<file path="src/tlik_pkg.sv">
`timescale 1ns / 1ps
`default_nettype none
// ----------------------------------------------------------------------------
// tlik_pkg
// Shared widths, codes, constants and the CORDIC arctangent table for the
// two-link leg inverse kinematics solver.
// ----------------------------------------------------------------------------
package tlik_pkg;

    localparam int ANGLE_FRAC_BITS_DEF = 13;

    localparam int COORD_W    = 12;
    localparam int LINK_W     = 11;
    localparam int HIP_W      = 17;
    localparam int KNEE_W     = 16;
    localparam int STATUS_W   = 2;
    localparam int CFG_IDX_W  = 2;
    localparam int CFG_DATA_W = 11;

    localparam logic [CFG_IDX_W-1:0] CFG_UPPER_LINK = 2'd0;
    localparam logic [CFG_IDX_W-1:0] CFG_LOWER_LINK = 2'd1;
    localparam logic [CFG_IDX_W-1:0] CFG_SOLVER_RDY = 2'd2;

    localparam logic [LINK_W-1:0] LINK_RESET = 11'd1000;

    localparam logic [STATUS_W-1:0] STATUS_OK        = 2'd0;
    localparam logic [STATUS_W-1:0] STATUS_NOT_READY = 2'd1;
    localparam logic [STATUS_W-1:0] STATUS_CLAMPED   = 2'd2;

    localparam int CORDIC_STEPS = 26;
    localparam int PRESCALE     = 24;
    localparam int CORDIC_W     = 54;
    localparam int Z_W          = 34;
    localparam int ANG30_W      = 32;
    localparam int N_W          = 27;
    localparam int MUL_W        = 26;
    localparam int PROD_W       = 52;
    localparam int SQRT_IN_W    = 50;
    localparam int SQRT_OUT_W   = 25;

    localparam longint PI_Q30         = 64'd3373259426;
    localparam longint TWO_PI_Q30     = 64'd6746518852;
    localparam longint QUARTER_PI_Q30 = 64'd843314857;
    localparam longint HALF_PI_Q30    = 64'd1686629713;

    typedef enum logic [3:0] {
        ST_IDLE,
        ST_MUL,
        ST_CHECK,
        ST_SQRT,
        ST_ATAN,
        ST_CAND,
        ST_PICK,
        ST_OUT
    } tlik_state_t;

    typedef enum logic [1:0] {
        PH_KNEE,
        PH_PSI,
        PH_THETA
    } tlik_phase_t;

    localparam logic [3:0] OP_XX   = 4'd0;
    localparam logic [3:0] OP_YY   = 4'd1;
    localparam logic [3:0] OP_L1SQ = 4'd2;
    localparam logic [3:0] OP_L2SQ = 4'd3;
    localparam logic [3:0] OP_L1L2 = 4'd4;
    localparam logic [3:0] OP_SUM  = 4'd5;
    localparam logic [3:0] OP_DIFF = 4'd6;
    localparam logic [3:0] OP_NSQK = 4'd7;
    localparam logic [3:0] OP_DSQK = 4'd8;
    localparam logic [3:0] OP_NSQP = 4'd9;
    localparam logic [3:0] OP_DSQP = 4'd10;

    function automatic logic [29:0] atan_q30(input logic [4:0] idx);
        logic [29:0] v;
        unique case (idx)
            5'd0:    v = 30'd843314857;
            5'd1:    v = 30'd497837829;
            5'd2:    v = 30'd263043837;
            5'd3:    v = 30'd133525159;
            5'd4:    v = 30'd67021687;
            5'd5:    v = 30'd33543516;
            5'd6:    v = 30'd16775851;
            5'd7:    v = 30'd8388437;
            5'd8:    v = 30'd4194283;
            5'd9:    v = 30'd2097149;
            5'd10:   v = 30'd1048576;
            5'd11:   v = 30'd524288;
            5'd12:   v = 30'd262144;
            5'd13:   v = 30'd131072;
            5'd14:   v = 30'd65536;
            5'd15:   v = 30'd32768;
            5'd16:   v = 30'd16384;
            5'd17:   v = 30'd8192;
            5'd18:   v = 30'd4096;
            5'd19:   v = 30'd2048;
            5'd20:   v = 30'd1024;
            5'd21:   v = 30'd512;
            5'd22:   v = 30'd256;
            5'd23:   v = 30'd128;
            5'd24:   v = 30'd64;
            5'd25:   v = 30'd32;
            default: v = 30'd0;
        endcase
        return v;
    endfunction

endpackage
`default_nettype wire

</file>
<file path="src/tlik_target_if.sv">
`timescale 1ns / 1ps
`default_nettype none
// ----------------------------------------------------------------------------
// tlik_target_if
// Request channel carrying one foot target.
// ----------------------------------------------------------------------------
interface tlik_target_if;
    logic                          valid;
    logic                          ready;
    logic [tlik_pkg::COORD_W-1:0]  target_x;
    logic [tlik_pkg::COORD_W-1:0]  target_y;

    modport source (output valid, output target_x, output target_y, input ready);
    modport sink   (input valid, input target_x, input target_y, output ready);
endinterface
`default_nettype wire

</file>
<file path="src/tlik_result_if.sv">
`timescale 1ns / 1ps
`default_nettype none
// ----------------------------------------------------------------------------
// tlik_result_if
// Result channel carrying hip angle, knee angle and status.
// ----------------------------------------------------------------------------
interface tlik_result_if;
    logic                           valid;
    logic                           ready;
    logic signed [tlik_pkg::HIP_W-1:0] hip_angle;
    logic [tlik_pkg::KNEE_W-1:0]    knee_angle;
    logic [tlik_pkg::STATUS_W-1:0]  status;

    modport source (output valid, output hip_angle, output knee_angle, output status,
                    input ready);
    modport sink   (input valid, input hip_angle, input knee_angle, input status,
                    output ready);
endinterface
`default_nettype wire

</file>
<file path="src/tlik_isqrt.sv">
`timescale 1ns / 1ps
`default_nettype none
// ----------------------------------------------------------------------------
// tlik_isqrt
// Floor square root, two radicand bits per cycle, restoring digit recurrence.
// ----------------------------------------------------------------------------
module tlik_isqrt
(
    input  logic                             clk,
    input  logic                             rst_n,
    input  logic                             start,
    input  logic [tlik_pkg::SQRT_IN_W-1:0]   radicand,
    output logic                             done,
    output logic [tlik_pkg::SQRT_OUT_W-1:0]  root
);
    import tlik_pkg::*;

    logic                    busy_reg;
    logic                    done_reg;
    logic [4:0]              cnt_reg;
    logic [SQRT_IN_W-1:0]    v_reg;
    logic [SQRT_OUT_W:0]     rem_reg;
    logic [SQRT_OUT_W-1:0]   root_reg;

    logic [SQRT_OUT_W+2:0]   rem_shift;
    logic [SQRT_OUT_W+2:0]   trial;
    logic [SQRT_OUT_W+2:0]   rem_sub;
    logic                    fits;

    always_comb
    begin
        rem_shift = {rem_reg, v_reg[SQRT_IN_W-1 -: 2]};
        trial     = {1'b0, root_reg, 2'b01};
        fits      = (rem_shift >= trial);
        rem_sub   = rem_shift - trial;
    end

    always_ff @(posedge clk or negedge rst_n)
    begin
        if (!rst_n)
        begin
            busy_reg <= 1'b0;
            done_reg <= 1'b0;
            cnt_reg  <= '0;
        end
        else
        begin
            done_reg <= 1'b0;
            if (start)
            begin
                busy_reg <= 1'b1;
                cnt_reg  <= '0;
            end
            else if (busy_reg)
            begin
                cnt_reg <= cnt_reg + 5'd1;
                if (cnt_reg == 5'(SQRT_OUT_W - 1))
                begin
                    busy_reg <= 1'b0;
                    done_reg <= 1'b1;
                end
            end
        end
    end

    always_ff @(posedge clk)
    begin
        if (start)
        begin
            v_reg    <= radicand;
            rem_reg  <= '0;
            root_reg <= '0;
        end
        else if (busy_reg)
        begin
            v_reg <= {v_reg[SQRT_IN_W-3:0], 2'b00};
            if (fits)
            begin
                rem_reg  <= rem_sub[SQRT_OUT_W:0];
                root_reg <= {root_reg[SQRT_OUT_W-2:0], 1'b1};
            end
            else
            begin
                rem_reg  <= rem_shift[SQRT_OUT_W:0];
                root_reg <= {root_reg[SQRT_OUT_W-2:0], 1'b0};
            end
        end
    end

    assign done = done_reg;
    assign root = root_reg;

endmodule
`default_nettype wire

</file>
<file path="src/tlik_cordic.sv">
`timescale 1ns / 1ps
`default_nettype none
// ----------------------------------------------------------------------------
// tlik_cordic
// Vectoring CORDIC for atan2(y, x) with y >= 0, one micro-rotation per cycle,
// result in Q2.30 over 0..pi.
// ----------------------------------------------------------------------------
module tlik_cordic
(
    input  logic                              clk,
    input  logic                              rst_n,
    input  logic                              start,
    input  logic [tlik_pkg::SQRT_OUT_W-1:0]   y_in,
    input  logic signed [tlik_pkg::N_W-1:0]   x_in,
    output logic                              done,
    output logic [tlik_pkg::ANG30_W-1:0]      angle
);
    import tlik_pkg::*;

    localparam logic [ANG30_W-1:0] PI_Z   = ANG30_W'(PI_Q30);
    localparam logic signed [Z_W-1:0] HALF_Z = Z_W'(HALF_PI_Q30);

    logic                        busy_reg;
    logic                        fin_reg;
    logic                        done_reg;
    logic [4:0]                  step_reg;
    logic                        neg_reg;
    logic signed [CORDIC_W-1:0]  cx_reg;
    logic signed [CORDIC_W-1:0]  cy_reg;
    logic signed [Z_W-1:0]       z_reg;
    logic [ANG30_W-1:0]          angle_reg;

    logic [N_W-1:0]              x_abs;
    logic [CORDIC_W-1:0]         x_ext;
    logic [CORDIC_W-1:0]         y_ext;
    logic signed [CORDIC_W-1:0]  dx;
    logic signed [CORDIC_W-1:0]  dy;
    logic signed [Z_W-1:0]       z_step;
    logic signed [Z_W-1:0]       z_clip;

    always_comb
    begin
        x_abs  = x_in[N_W-1] ? N_W'(-x_in) : N_W'(x_in);
        x_ext  = CORDIC_W'(x_abs) << PRESCALE;
        y_ext  = CORDIC_W'(y_in) << PRESCALE;
        dx     = cy_reg >>> step_reg;
        dy     = cx_reg >>> step_reg;
        z_step = Z_W'(atan_q30(step_reg));
        priority if (z_reg < 0)
            z_clip = '0;
        else if (z_reg > HALF_Z)
            z_clip = HALF_Z;
        else
            z_clip = z_reg;
    end

    always_ff @(posedge clk or negedge rst_n)
    begin
        if (!rst_n)
        begin
            busy_reg <= 1'b0;
            fin_reg  <= 1'b0;
            done_reg <= 1'b0;
            step_reg <= '0;
        end
        else
        begin
            done_reg <= 1'b0;
            fin_reg  <= 1'b0;
            if (start)
            begin
                step_reg <= '0;
                if (y_in == '0)
                    done_reg <= 1'b1;
                else
                    busy_reg <= 1'b1;
            end
            else if (busy_reg)
            begin
                step_reg <= step_reg + 5'd1;
                if (step_reg == 5'(CORDIC_STEPS - 1))
                begin
                    busy_reg <= 1'b0;
                    fin_reg  <= 1'b1;
                end
            end
            else if (fin_reg)
            begin
                done_reg <= 1'b1;
            end
        end
    end

    always_ff @(posedge clk)
    begin
        if (start)
        begin
            neg_reg   <= x_in[N_W-1];
            cx_reg    <= signed'(x_ext);
            cy_reg    <= signed'(y_ext);
            z_reg     <= '0;
            angle_reg <= x_in[N_W-1] ? PI_Z : '0;
        end
        else if (busy_reg)
        begin
            if (!cy_reg[CORDIC_W-1])
            begin
                cx_reg <= cx_reg + dx;
                cy_reg <= cy_reg - dy;
                z_reg  <= z_reg + z_step;
            end
            else
            begin
                cx_reg <= cx_reg - dx;
                cy_reg <= cy_reg + dy;
                z_reg  <= z_reg - z_step;
            end
        end
        else if (fin_reg)
        begin
            angle_reg <= neg_reg ? (PI_Z - ANG30_W'(z_clip)) : ANG30_W'(z_clip);
        end
    end

    assign done  = done_reg;
    assign angle = angle_reg;

endmodule
`default_nettype wire

</file>
<file path="src/two_link_leg_inverse_kinematics_top.sv">
`timescale 1ns / 1ps
`default_nettype none
// ----------------------------------------------------------------------------
// two_link_leg_inverse_kinematics_top
// Hip and knee angles for a two-link planar leg from a foot target.
// ----------------------------------------------------------------------------
// One target is solved at a time; the block takes a new target once the
// previous one has moved into the result register. A solve runs the
// shared 26x26 multiplier for the squares and products, then for each of
// the two arc-cosines a range check, a square root and a CORDIC, a third
// check and a CORDIC for the target direction, and then picks the hip
// candidate nearest the previous one and registers the result. The next
// target can be taken in the cycle after the result is registered. An
// arc-cosine whose argument falls out of range skips its square root and
// CORDIC. With the solver not ready the target goes from the idle state
// straight to the output state and the result carries zero angles.
// Angles are radians with ANGLE_FRAC_BITS fraction bits.
// ----------------------------------------------------------------------------
module two_link_leg_inverse_kinematics_top
#(
    parameter int ANGLE_FRAC_BITS = tlik_pkg::ANGLE_FRAC_BITS_DEF
)
(
    input  logic                              clk,
    input  logic                              rst_n,
    tlik_target_if.sink                       target,
    tlik_result_if.source                     result,
    input  logic                              cfg_wr_en,
    input  logic [tlik_pkg::CFG_IDX_W-1:0]    cfg_index,
    input  logic [tlik_pkg::CFG_DATA_W-1:0]   cfg_data
);
    import tlik_pkg::*;

    localparam int AW = ANGLE_FRAC_BITS + 5;
    localparam int DW = ((AW > HIP_W) ? AW : HIP_W) + 2;
    localparam int RSH = 30 - ANGLE_FRAC_BITS;
    localparam longint RND = longint'(1) << (29 - ANGLE_FRAC_BITS);
    localparam logic signed [AW-1:0] PI_A     = AW'((PI_Q30 + RND) >>> RSH);
    localparam logic signed [AW-1:0] TWO_PI_A = AW'((TWO_PI_Q30 + RND) >>> RSH);
    localparam logic [HIP_W-1:0] HIP_RESET = HIP_W'((QUARTER_PI_Q30 + RND) >>> RSH);

    function automatic logic signed [AW-1:0] to_angle(input logic [ANG30_W-1:0] z);
        logic [ANG30_W+1:0] t;
        t = {2'b00, z} + (ANG30_W+2)'(RND);
        return AW'(t[ANG30_W+1 -: ANGLE_FRAC_BITS + 4]);
    endfunction

    tlik_state_t state_reg, state_next;
    tlik_phase_t phase_reg;
    logic [3:0]  op_reg;

    logic [LINK_W-1:0] upper_reg;
    logic [LINK_W-1:0] lower_reg;
    logic              solver_ready_reg;

    logic [COORD_W-1:0]  x_reg;
    logic [COORD_W-1:0]  y_reg;
    logic [23:0]         xx_reg;
    logic [23:0]         yy_reg;
    logic [21:0]         l1sq_reg;
    logic [21:0]         l2sq_reg;
    logic [21:0]         p12_reg;
    logic [24:0]         s_reg;
    logic signed [N_W-1:0] kn_reg;
    logic signed [N_W-1:0] pn_reg;
    logic [MUL_W-1:0]    knabs_reg;
    logic [MUL_W-1:0]    pnabs_reg;
    logic [PROD_W-1:0]   nsqk_reg;
    logic [PROD_W-1:0]   dsqk_reg;
    logic [PROD_W-1:0]   nsqp_reg;
    logic [PROD_W-1:0]   dsqp_reg;

    logic                clamp_reg;
    logic signed [AW-1:0] knee_acos_reg;
    logic signed [AW-1:0] psi_reg;
    logic signed [AW-1:0] theta_reg;
    logic signed [AW-1:0] c1_reg;
    logic signed [AW-1:0] c2_reg;
    logic signed [AW-1:0] knee_base_reg;
    logic signed [AW-1:0] knee_alt_reg;
    logic signed [HIP_W-1:0] last_hip_reg;

    logic [HIP_W-1:0]    res_hip_reg;
    logic [KNEE_W-1:0]   res_knee_reg;
    logic [STATUS_W-1:0] res_status_reg;
    logic                out_valid_reg;
    logic [HIP_W-1:0]    out_hip_reg;
    logic [KNEE_W-1:0]   out_knee_reg;
    logic [STATUS_W-1:0] out_status_reg;

    logic [MUL_W-1:0]    mul_a;
    logic [MUL_W-1:0]    mul_b;
    logic [PROD_W-1:0]   prod;
    logic signed [N_W-1:0] kn_calc;
    logic signed [N_W-1:0] pn_calc;

    logic [PROD_W-1:0]   nsq_sel;
    logic [PROD_W-1:0]   dsq_sel;
    logic [PROD_W-1:0]   dsq_diff;
    logic signed [N_W-1:0] n_sel;
    logic                bad;
    logic signed [AW-1:0] clamp_angle;

    logic                accept;
    logic                sqrt_start;
    logic                sqrt_done;
    logic [SQRT_OUT_W-1:0] sqrt_root;
    logic                cordic_start;
    logic                cordic_done;
    logic [ANG30_W-1:0]  cordic_angle;
    logic [SQRT_OUT_W-1:0] cordic_y;
    logic signed [N_W-1:0] cordic_x;
    logic signed [AW-1:0] angle_rnd;
    logic                load_out;
    logic                step_phase;

    logic signed [DW-1:0] d1;
    logic signed [DW-1:0] d2;
    logic [DW-1:0]       d1_abs;
    logic [DW-1:0]       d2_abs;
    logic                take_first;
    logic signed [AW-1:0] hip_pick;
    logic signed [AW-1:0] knee_pick;

    // shared multiplier operands
    always_comb
    begin
        unique case (op_reg)
            OP_XX:   begin mul_a = MUL_W'(x_reg);     mul_b = MUL_W'(x_reg);     end
            OP_YY:   begin mul_a = MUL_W'(y_reg);     mul_b = MUL_W'(y_reg);     end
            OP_L1SQ: begin mul_a = MUL_W'(upper_reg); mul_b = MUL_W'(upper_reg); end
            OP_L2SQ: begin mul_a = MUL_W'(lower_reg); mul_b = MUL_W'(lower_reg); end
            OP_L1L2: begin mul_a = MUL_W'(upper_reg); mul_b = MUL_W'(lower_reg); end
            OP_NSQK: begin mul_a = knabs_reg;         mul_b = knabs_reg;         end
            OP_DSQK: begin mul_a = MUL_W'({p12_reg, 1'b0});
                           mul_b = MUL_W'({p12_reg, 1'b0});                     end
            OP_NSQP: begin mul_a = pnabs_reg;         mul_b = pnabs_reg;         end
            OP_DSQP: begin mul_a = MUL_W'(l1sq_reg);  mul_b = MUL_W'(s_reg);     end
            default: begin mul_a = '0;                mul_b = '0;                end
        endcase
        prod    = mul_a * mul_b;
        kn_calc = signed'(N_W'(l1sq_reg)) + signed'(N_W'(l2sq_reg)) - signed'(N_W'(s_reg));
        pn_calc = signed'(N_W'(l1sq_reg)) + signed'(N_W'(s_reg)) - signed'(N_W'(l2sq_reg));
    end

    // arc-cosine operand selection and range check
    always_comb
    begin
        if (phase_reg == PH_PSI)
        begin
            nsq_sel = nsqp_reg;
            dsq_sel = dsqp_reg;
            n_sel   = pn_reg;
        end
        else
        begin
            nsq_sel = nsqk_reg;
            dsq_sel = dsqk_reg;
            n_sel   = kn_reg;
        end
        dsq_diff    = dsq_sel - nsq_sel;
        bad         = (dsq_sel == '0) || (nsq_sel > dsq_sel);
        clamp_angle = n_sel[N_W-1] ? PI_A : '0;
        cordic_y    = (phase_reg == PH_THETA) ? SQRT_OUT_W'(y_reg) : sqrt_root;
        cordic_x    = (phase_reg == PH_THETA) ? signed'(N_W'(x_reg)) : n_sel;
        angle_rnd   = to_angle(cordic_angle);
    end

    // candidate selection
    always_comb
    begin
        d1         = DW'(c1_reg) - DW'(last_hip_reg);
        d2         = DW'(c2_reg) - DW'(last_hip_reg);
        d1_abs     = d1[DW-1] ? DW'(-d1) : DW'(d1);
        d2_abs     = d2[DW-1] ? DW'(-d2) : DW'(d2);
        take_first = (d1_abs < d2_abs);
        hip_pick   = take_first ? c1_reg : c2_reg;
        knee_pick  = take_first ? knee_base_reg : knee_alt_reg;
    end

    // next state
    always_comb
    begin
        state_next = state_reg;
        unique case (state_reg)
            ST_IDLE:
                if (accept)
                    state_next = solver_ready_reg ? ST_MUL : ST_OUT;
            ST_MUL:
                if (op_reg == OP_DSQP)
                    state_next = ST_CHECK;
            ST_CHECK:
                if (phase_reg == PH_THETA)
                    state_next = ST_ATAN;
                else if (!bad)
                    state_next = ST_SQRT;
            ST_SQRT:
                if (sqrt_done)
                    state_next = ST_ATAN;
            ST_ATAN:
                if (cordic_done)
                    state_next = (phase_reg == PH_THETA) ? ST_CAND : ST_CHECK;
            ST_CAND:
                state_next = ST_PICK;
            ST_PICK:
                state_next = ST_OUT;
            ST_OUT:
                if (!out_valid_reg || result.ready)
                    state_next = ST_IDLE;
            default:
                state_next = ST_IDLE;
        endcase
    end

    // control strobes
    always_comb
    begin
        target.ready = (state_reg == ST_IDLE);
        accept       = target.valid && target.ready;
        sqrt_start   = (state_reg == ST_CHECK) && (phase_reg != PH_THETA) && !bad;
        cordic_start = ((state_reg == ST_CHECK) && (phase_reg == PH_THETA)) ||
                       ((state_reg == ST_SQRT) && sqrt_done);
        step_phase   = ((state_reg == ST_CHECK) && (phase_reg != PH_THETA) && bad) ||
                       ((state_reg == ST_ATAN) && cordic_done);
        load_out     = (state_reg == ST_OUT) && (!out_valid_reg || result.ready);
    end

    always_ff @(posedge clk or negedge rst_n)
    begin
        if (!rst_n)
        begin
            state_reg        <= ST_IDLE;
            phase_reg        <= PH_KNEE;
            op_reg           <= OP_XX;
            upper_reg        <= LINK_RESET;
            lower_reg        <= LINK_RESET;
            solver_ready_reg <= 1'b1;
            clamp_reg        <= 1'b0;
            last_hip_reg     <= signed'(HIP_RESET);
            out_valid_reg    <= 1'b0;
        end
        else
        begin
            state_reg <= state_next;
            if (cfg_wr_en)
            begin
                unique case (cfg_index)
                    CFG_UPPER_LINK: upper_reg        <= cfg_data[LINK_W-1:0];
                    CFG_LOWER_LINK: lower_reg        <= cfg_data[LINK_W-1:0];
                    CFG_SOLVER_RDY: solver_ready_reg <= cfg_data[0];
                    default:        ;
                endcase
            end
            if (accept)
            begin
                op_reg    <= OP_XX;
                phase_reg <= PH_KNEE;
                clamp_reg <= 1'b0;
            end
            if (state_reg == ST_MUL)
                op_reg <= op_reg + 4'd1;
            if ((state_reg == ST_CHECK) && (phase_reg != PH_THETA) && bad)
                clamp_reg <= 1'b1;
            if (step_phase)
            begin
                unique case (phase_reg)
                    PH_KNEE: phase_reg <= PH_PSI;
                    PH_PSI:  phase_reg <= PH_THETA;
                    default: phase_reg <= PH_KNEE;
                endcase
            end
            if (state_reg == ST_PICK)
                last_hip_reg <= signed'(HIP_W'(hip_pick));
            if (load_out)
                out_valid_reg <= 1'b1;
            else if (result.ready)
                out_valid_reg <= 1'b0;
        end
    end

    always_ff @(posedge clk)
    begin
        if (accept)
        begin
            x_reg          <= target.target_x;
            y_reg          <= target.target_y;
            res_hip_reg    <= '0;
            res_knee_reg   <= '0;
            res_status_reg <= STATUS_NOT_READY;
        end
        if (state_reg == ST_MUL)
        begin
            unique case (op_reg)
                OP_XX:   xx_reg   <= prod[23:0];
                OP_YY:   yy_reg   <= prod[23:0];
                OP_L1SQ: l1sq_reg <= prod[21:0];
                OP_L2SQ: l2sq_reg <= prod[21:0];
                OP_L1L2: p12_reg  <= prod[21:0];
                OP_SUM:  s_reg    <= 25'(xx_reg) + 25'(yy_reg);
                OP_DIFF:
                begin
                    kn_reg    <= kn_calc;
                    pn_reg    <= pn_calc;
                    knabs_reg <= kn_calc[N_W-1] ? MUL_W'(-kn_calc) : MUL_W'(kn_calc);
                    pnabs_reg <= pn_calc[N_W-1] ? MUL_W'(-pn_calc) : MUL_W'(pn_calc);
                end
                OP_NSQK: nsqk_reg <= prod;
                OP_DSQK: dsqk_reg <= prod;
                OP_NSQP: nsqp_reg <= prod;
                OP_DSQP: dsqp_reg <= {prod[PROD_W-3:0], 2'b00};
                default: ;
            endcase
        end
        if ((state_reg == ST_CHECK) && (phase_reg != PH_THETA) && bad)
        begin
            if (phase_reg == PH_KNEE)
                knee_acos_reg <= clamp_angle;
            else
                psi_reg <= clamp_angle;
        end
        if ((state_reg == ST_ATAN) && cordic_done)
        begin
            unique case (phase_reg)
                PH_KNEE:  knee_acos_reg <= angle_rnd;
                PH_PSI:   psi_reg       <= angle_rnd;
                default:  theta_reg     <= angle_rnd;
            endcase
        end
        if (state_reg == ST_CAND)
        begin
            c1_reg        <= theta_reg - psi_reg;
            c2_reg        <= theta_reg + psi_reg;
            knee_base_reg <= PI_A - knee_acos_reg;
            knee_alt_reg  <= TWO_PI_A - (PI_A - knee_acos_reg);
        end
        if (state_reg == ST_PICK)
        begin
            res_hip_reg    <= HIP_W'(hip_pick);
            res_knee_reg   <= KNEE_W'(knee_pick);
            res_status_reg <= clamp_reg ? STATUS_CLAMPED : STATUS_OK;
        end
        if (load_out)
        begin
            out_hip_reg    <= res_hip_reg;
            out_knee_reg   <= res_knee_reg;
            out_status_reg <= res_status_reg;
        end
    end

    tlik_isqrt u_isqrt
    (
        .clk      (clk),
        .rst_n    (rst_n),
        .start    (sqrt_start),
        .radicand (dsq_diff[SQRT_IN_W-1:0]),
        .done     (sqrt_done),
        .root     (sqrt_root)
    );

    tlik_cordic u_cordic
    (
        .clk   (clk),
        .rst_n (rst_n),
        .start (cordic_start),
        .y_in  (cordic_y),
        .x_in  (cordic_x),
        .done  (cordic_done),
        .angle (cordic_angle)
    );

    assign result.valid      = out_valid_reg;
    assign result.hip_angle  = signed'(out_hip_reg);
    assign result.knee_angle = out_knee_reg;
    assign result.status     = out_status_reg;

endmodule
`default_nettype wire

</file>
<file path="src/flat_wrapper.sv">
// flat-port wrapper written by rule: the top's interface ports become plain ports
module two_link_leg_inverse_kinematics_top_flat import tlik_pkg::*;
#(
    parameter int ANGLE_FRAC_BITS = tlik_pkg::ANGLE_FRAC_BITS_DEF
)
  (clk, rst_n, cfg_wr_en, cfg_index, cfg_data, target_valid, target_target_x, target_target_y, target_ready, result_valid, result_hip_angle, result_knee_angle, result_status, result_ready);
  tlik_target_if target_i ();
  tlik_result_if result_i ();
  input  logic clk;
  input  logic rst_n;
  input  logic cfg_wr_en;
  input  logic [tlik_pkg::CFG_IDX_W-1:0] cfg_index;
  input  logic [tlik_pkg::CFG_DATA_W-1:0] cfg_data;
  input wire logic [$bits(target_i.valid)-1:0] target_valid;
  input wire logic [$bits(target_i.target_x)-1:0] target_target_x;
  input wire logic [$bits(target_i.target_y)-1:0] target_target_y;
  output wire logic [$bits(target_i.ready)-1:0] target_ready;
  output wire logic [$bits(result_i.valid)-1:0] result_valid;
  output wire logic [$bits(result_i.hip_angle)-1:0] result_hip_angle;
  output wire logic [$bits(result_i.knee_angle)-1:0] result_knee_angle;
  output wire logic [$bits(result_i.status)-1:0] result_status;
  input wire logic [$bits(result_i.ready)-1:0] result_ready;
  assign target_i.valid = target_valid;
  assign target_i.target_x = target_target_x;
  assign target_i.target_y = target_target_y;
  assign target_ready = target_i.ready;
  assign result_valid = result_i.valid;
  assign result_hip_angle = result_i.hip_angle;
  assign result_knee_angle = result_i.knee_angle;
  assign result_status = result_i.status;
  assign result_i.ready = result_ready;
  two_link_leg_inverse_kinematics_top #(.ANGLE_FRAC_BITS(ANGLE_FRAC_BITS)) u_core (.clk(clk), .rst_n(rst_n), .target(target_i), .result(result_i), .cfg_wr_en(cfg_wr_en), .cfg_index(cfg_index), .cfg_data(cfg_data));
endmodule
</file>
<file path="config.mk">
export PLATFORM = sky130hd
export DESIGN_NAME = two_link_leg_inverse_kinematics_top_flat
export DESIGN_NICKNAME = d
export VERILOG_FILES = /design/src/tlik_pkg.sv /design/src/tlik_target_if.sv /design/src/tlik_result_if.sv /design/src/tlik_isqrt.sv /design/src/tlik_cordic.sv /design/src/two_link_leg_inverse_kinematics_top.sv /design/src/flat_wrapper.sv
export SDC_FILE = /design/constraint.sdc
export NUM_CORES = 2
export LEC_CHECK = 0
export ABC_AREA = 1
export BUFFER_PORTS_ARGS = -buffer_cell sky130_fd_sc_hd__buf_4
export CAP_MARGIN = 30
export CORE_MARGIN = 10
export CORE_UTILIZATION = 55
export DETAILED_ROUTE_END_ITERATION = 8
export GPL_TIMING_DRIVEN = 0
export PLACE_DENSITY = 0.71
export RECOVER_POWER = 25
export SYNTH_ARGS = -nofsm -noshare
export SYNTH_HDL_FRONTEND = slang
export SYNTH_SLANG_ARGS = --single-unit
</file>
<file path="constraint.sdc">
create_clock -name clk -period 18.7 [get_ports clk]
set_input_delay 0.935 -clock clk [delete_from_list [all_inputs] [get_ports clk]]
set_output_delay 0.935 -clock clk [all_outputs]
set_load 0.05 [all_outputs]
</file>
# ---- After elaboration in Yosys (flattened, before gate mapping)
# Memory sizes are Yosys's and may differ from the RTL's.
# Index checks and enable logic that the tools add are counted.
# Widths: inputs -> output; s select.
dict set report op_classes {
  add_sub_neg 29
  n_mul 1
  div_mod_pow 0
  order_cmp 5
  n_eq_ne 32
  shifts 2
  mux 88
  n_bitwise 1
  reduce_logical 48
}
# op count
set ops {}
lappend ops {{$pmux 26 s8} 2}
lappend ops {{$mux 32} 7}
lappend ops {{$mux 18} 8}
lappend ops {{$add 54x54->54} 2}
lappend ops {{$mux 54} 2}
lappend ops {{$sshr 54x5->54} 2}
lappend ops {{$sub 54x54->54} 2}
lappend ops {{$mux 52} 2}
lappend ops {{$mux 51} 2}
lappend ops {{$mux 50} 2}
lappend ops {{$mux 49} 2}
lappend ops {{$mux 27} 3}
lappend ops {{$mux 26} 3}
lappend ops {{$gt 52x52->1} 1}
lappend ops {{$logic_not 52->1} 1}
lappend ops {{$mul 26x26->52} 1}
lappend ops {{$neg 26->26} 2}
lappend ops {{$mux 17} 3}
lappend ops {{$sub 50x50->50} 1}
lappend ops {{$mux 16} 3}
lappend ops {{$mux 20} 2}
lappend ops {{$neg 20->20} 2}
lappend ops {{$sub 18x17->19} 2}
lappend ops {{$mux 4} 9}
lappend ops {{other kinds (51)} 140}
dict set report word_totals {
  register_bits 1009
  latchBits 0
  mem_bits_rw 0
  rom_bits 960
  input_bits 42
  elab_cells 262
  mem_count 1
}
# memory depth word_bits read_ports rd_ports_with_merged_regs write_ports line_no
set memory_table {}
lappend memory_table {{(no name shown)} 32 30 1 0 0 tlik_pkg.sv:77} ;# unique case (idx)

# ---- Longest topological paths before layout
dict set report depth {
  ltp_word 8
  ltp_mapped 40
}

# ---- Cells and area by module
# Synthesis repeated with hierarchy kept, for this count alone.
dict set report unflattened {
  hier_cells 13893
  hier_area_um2 101130.7
}
# module instances cells_per_inst area_each_um2
set modules_own_cells {}
lappend modules_own_cells {two_link_leg_inverse_kinematics_top 1 7933 66316.1}
lappend modules_own_cells {tlik_cordic 1 5040 28404.7}
lappend modules_own_cells {tlik_isqrt 1 920 6409.9}

# ---- Least setup slack after synthesis
# Ideal clock, no wire load.
dict set report synth_path {
  path_type {flip-flop to flip-flop}
  startpoint {register u_core.state_reg[2]}
  endpoint {register u_core.kn_reg[0] (enable)}
  t_arrival_ps 8179
  t_required_ps 18008
  setup_slack_ps 9829
  stages_incl_launch_ff 5
  n_path_buf 1
  cell_sequence {dfrtp_1 -> nor3_1 -> inv_1 -> clkbuf_1 -> nor3_1}
}
dict set report synth_between {
  elab_chain_len 2
}
# item line_no
set synth_rtl {}
lappend synth_rtl {{from (decl)} two_link_leg_inverse_kinematics_top.sv:48} ;# tlik_state_t state_reg, state_next;
lappend synth_rtl {{from (signal assigned)} two_link_leg_inverse_kinematics_top.sv:244} ;# state_reg <= state_next;
lappend synth_rtl {{$eq 4x1->1} two_link_leg_inverse_kinematics_top.sv:291} ;# if (state_reg == ST_MUL)
lappend synth_rtl {{$reduce_and 2->1 (no source line)} -}
lappend synth_rtl {{to (signal assigned)} two_link_leg_inverse_kinematics_top.sv:302} ;# kn_reg <= kn_calc;
lappend synth_rtl {{to (decl)} two_link_leg_inverse_kinematics_top.sv:64} ;# logic signed [N_W-1:0] kn_reg;
# Every way passes these cells.
# A chain may end at the register's enable or synchronous reset.

# ---- Worst setup path after layout
dict set report layout_path {
  startpoint {register u_core.op_reg[1]}
  endpoint {register u_core.nsqp_reg[32] (data pin)}
}
dict set report layout_between {
  elab_chain_len 4
  elab_cells_between_ends 14
  cone_classes {1 x mul; 8 x eq/ne; 2 x mux; 3 x reduce/logical}
}
# item line_no
set layout_rtl {}
lappend layout_rtl {{from (decl)} two_link_leg_inverse_kinematics_top.sv:50} ;# logic [3:0] op_reg;
lappend layout_rtl {{from (signal assigned)} two_link_leg_inverse_kinematics_top.sv:261} ;# op_reg <= op_reg + 4'd1;
lappend layout_rtl {{$eq 4x2->1 / $eq 4x3->1 (equally long branches)} two_link_leg_inverse_kinematics_top.sv:128} ;# unique case (op_reg)
lappend layout_rtl {{$reduce_or 2->1 (no source line)} -}
lappend layout_rtl {{$pmux 26 s8} two_link_leg_inverse_kinematics_top.sv:128}
lappend layout_rtl {{$mul 26x26->52 (*)} two_link_leg_inverse_kinematics_top.sv:141} ;# prod = mul_a * mul_b;
lappend layout_rtl {{named net u_core.prod[32]} two_link_leg_inverse_kinematics_top.sv:93} ;# logic [PROD_W-1:0] prod;
lappend layout_rtl {{to (signal assigned)} two_link_leg_inverse_kinematics_top.sv:309} ;# OP_NSQP: nsqp_reg <= prod;
lappend layout_rtl {{to (decl)} two_link_leg_inverse_kinematics_top.sv:70} ;# logic [PROD_W-1:0] nsqp_reg;
# Mark *: on every way through the listed nets, which the timed path passes. The rest lies on a longest branch.

==> flow_metrics.py <==
metrics = {
    "status": {
        "status": "complete, but fails checks",
        "violations": "capacitance limit, slew limit",
    },
    "global_route": {
        "antenna_found_initial": 17,
        "grt_usage_pct": 39.7,
        "grt_pass1_wl_mm": 574,
        "grt_max_degree": 55,
        "use_met2_pct": 59.3,
        "grt_use_met1_pct": 52.1,
        "grt-busiest-layer": "met2",
        "grt_pass1_vias": 89556,
        "grt_util_met3_pct": 10.3,
        "grt_overflow": 0,
    },
    "synth": {
        "synthTopCellsByArea": "edfxtp_1, fa_1, nand2_1",
        "postSynthCellCount": 12790,
        "syn-num-nets": 14105,
        "synthesis.area_um2": 96600,
        "synth_top_cell_by_area": "edfxtp_1",
        "seq_area_frac_synth_pct": 28.5,
        "syn_area_per_cell_um2": 7.55,
        "synth_edf_count": 743,
        "ys_seq_elements": 984,
        "synth_cell_types": 84,
        "async_flop_share_pct": 6.71,
        "synth-main-ff-cell": "edfxtp_1",
        "synth.top_cell.area_share_pct": 23.1,
        "ys_warn_count": 0,
    },
    "place": {
        "gp_routability_congestion": 1.10,
        "dp_slack_ns": 7.93,
        "place_hpwl_mm": 327,
        "place_area_um2": 102000,
        "numPortBuffers": 78,
    },
    "clock_tree": {
        "cts.hold.buffers_added": 0,
        "cts_resized": 0,
        "path_clk_slew_ns": 0.06,
        "cts.sinks": 984,
        "clk_latency_ns": 0.81,
        "tritoncts": "yes",
        "cts_setup_buffers": 0,
        "htree_num_levels": 3,
        "cts_inserted_buffers": 108,
        "cts_buffer_depth": 3,
        "root_buffer": "clkbuf_16",
    },
    "timing": {
        "slew_headroom_pct": -101,
        "maxSlewViolCount": 161,
        "clock_skew_ns": 0.0609,
        "min_period_ns": 11.18,
        "rsz0062_at_grt": "false",
        "fmax_mhz": 89.5,
        "finalSetupViolations": 0,
        "finalSetupTns_ns": 0,
        "hold_viol": 0,
        "period_share_pct": 59.8,
        "worst_slew_pin_slew_ns": 3.02,
        "worst_slack_ns": 7.52,
    },
    "detailed_routing": {
        "num_vias": 93343,
        "drc": 0,
        "wl_per_cell_um": 25.4,
        "drtAntennaViolNets": 0,
        "totalWireLength_mm": 394,
        "via_per_inst": 6.02,
        "drt_iter0_drc": 11934,
        "drt_pass1_iterations": 7,
    },
    "worst_setup_path": {
        "crit_required_ns": 19.18,
        "crit_fanout": 10,
        "cpPeakStageDelay_ns": 0.67,
        "crit_slowest_cell": "a221oi_1",
        "path_buf_inv": 11,
        "worst_setup_path_start_kind": "flip-flop",
        "crit_path_end_kind": "flip-flop",
        "crit_top_cell": "inv_1",
        "critical_path_arrival_ns": 11.66,
        "path_class": "flip-flop to flip-flop",
        "cp_top_family": "adder cells",
    },
    "final_layout": {
        "nFillCells": 15882,
        "post-route-util_pct": 60.2,
        "fin_nets": 14389,
        "final_area_um2": 105000,
        "drive_gt1_share_pct": 4.88,
        "syn_to_final_growth_pct": 8.62,
    },
    "job": {
        "maxCapViolCount": 6,
    },
    "die": {
        "initial_core_util_pct": 55.4,
        "rows": 153,
        "die_area_um2": 193000,
        "ios": 79,
        "core-area_um2": 174000,
        "die-width_um": 439,
        "die_h_um": 439,
    },
    "min_path": {
        "hold_path_class": "primary input to flip-flop",
    },
}
## synthesized netlist by cell type, types with 123 or more instances
master	number
clkbuf_1	227
xor2_1	329
ha_1	646
fa_1	627
nand2_1	2857
nand3_1	926
inv_1	2158
xnor2_1	151
nor2_1	1170
nor3_1	127
o21ai_0	734
a21oi_1	725
dfxtp_1	175
edfxtp_1	743
a31oi_1	123
## layer usage
metal / vias up / share of wire [%]
met5: - / 0.0074
met4: 4 / 7.2
met3: 1129 / 12
met2: 5663 / 42
met1: 44644 / 39
li1: 41903 / -
## path summary, 6_finish.rpt
path / start / endpoint / slack, ns / cells after the start
max: u_core.op_reg[1]$_DFFE_PN0P_ / u_core.nsqp_reg[32]$_DFFE_PP_ / 7.52 / 33
min: target_target_y[3] / u_core.y_reg[3]$_DFFE_PP_ / 0.35 / 1
max reg2reg: u_core.op_reg[1]$_DFFE_PN0P_ / u_core.nsqp_reg[32]$_DFFE_PP_ / 7.52 / 33
min reg2reg: u_core.res_knee_reg[5]$_SDFFCE_PP0P_ / u_core.result.knee_angle[5]$_DFFE_PP_ / 0.41 / 0
max in group asynchronous: rst_n / u_core.lower_reg[0]$_DFFE_PN0P_ / 13.95 / 2
min in group asynchronous: rst_n / u_core.u_cordic.step_reg[3]$_DFFE_PN0P_ / 0.87 / 1
## cells in the final DEF (no fill, tap or decap), types with 73 or more instances in the layout
cell type,synthesis,final
nand4_1,84,84
or2_2,94,94
o21ai_0,734,733
clkbuf_1,227,292
nand3_1,926,926
fa_1,627,627
inv_1,2158,2158
xnor2_1,151,141
nor2_1,1170,1159
o21a_1,73,73
nand2_1,2857,2857
a21oi_1,725,725
buf_2,74,77
a31oi_1,123,123
clkbuf_16,0,112
nor3_1,127,125
xor2_1,329,324
ha_1,646,646
edfxtp_1,743,743
dfxtp_1,175,175
## cells by family after synthesis
family | Yosys count | synth area share (%)
AOI/OAI and AO/OA | 2049 | 11.9
xor gates and xnor gates | 480 | 4.35
adders and majority gates | 1273 | 21.4
buffers and inverters | 2577 | 10.4
DFF | 984 | 28.5
muxes | 1 | 0.0104
other | 2 | 0.00777
and+or+nand+nor | 5424 | 23.5
## through the flow
step,hold WS [ns],cells
floorplan,0.400,12790
global placement,0.401,15193
detailed placement,0.405,15285
CTS,0.0906,15488
global route,0.343,15492
finish,0.355,15507
## final cells by class
type / count / area (um^2) / area share, %
antenna: 15 / 37.5 / 0.0358
buffer: 379 / 1790 / 1.71
clock buffer: 138 / 2950 / 2.81
clock inverter: 65 / 637 / 0.607
inverter: 2198 / 8260 / 7.87
multi-input combinational: 9229 / 59200 / 56.5
sequential: 984 / 27500 / 26.2
tap: 2325 / 2910 / 2.77
timing repair buffer: 174 / 1610 / 1.54
Power is not shown: default switching activity piles up to over one toggle a cycle in this logic, so the estimate is an artifact.
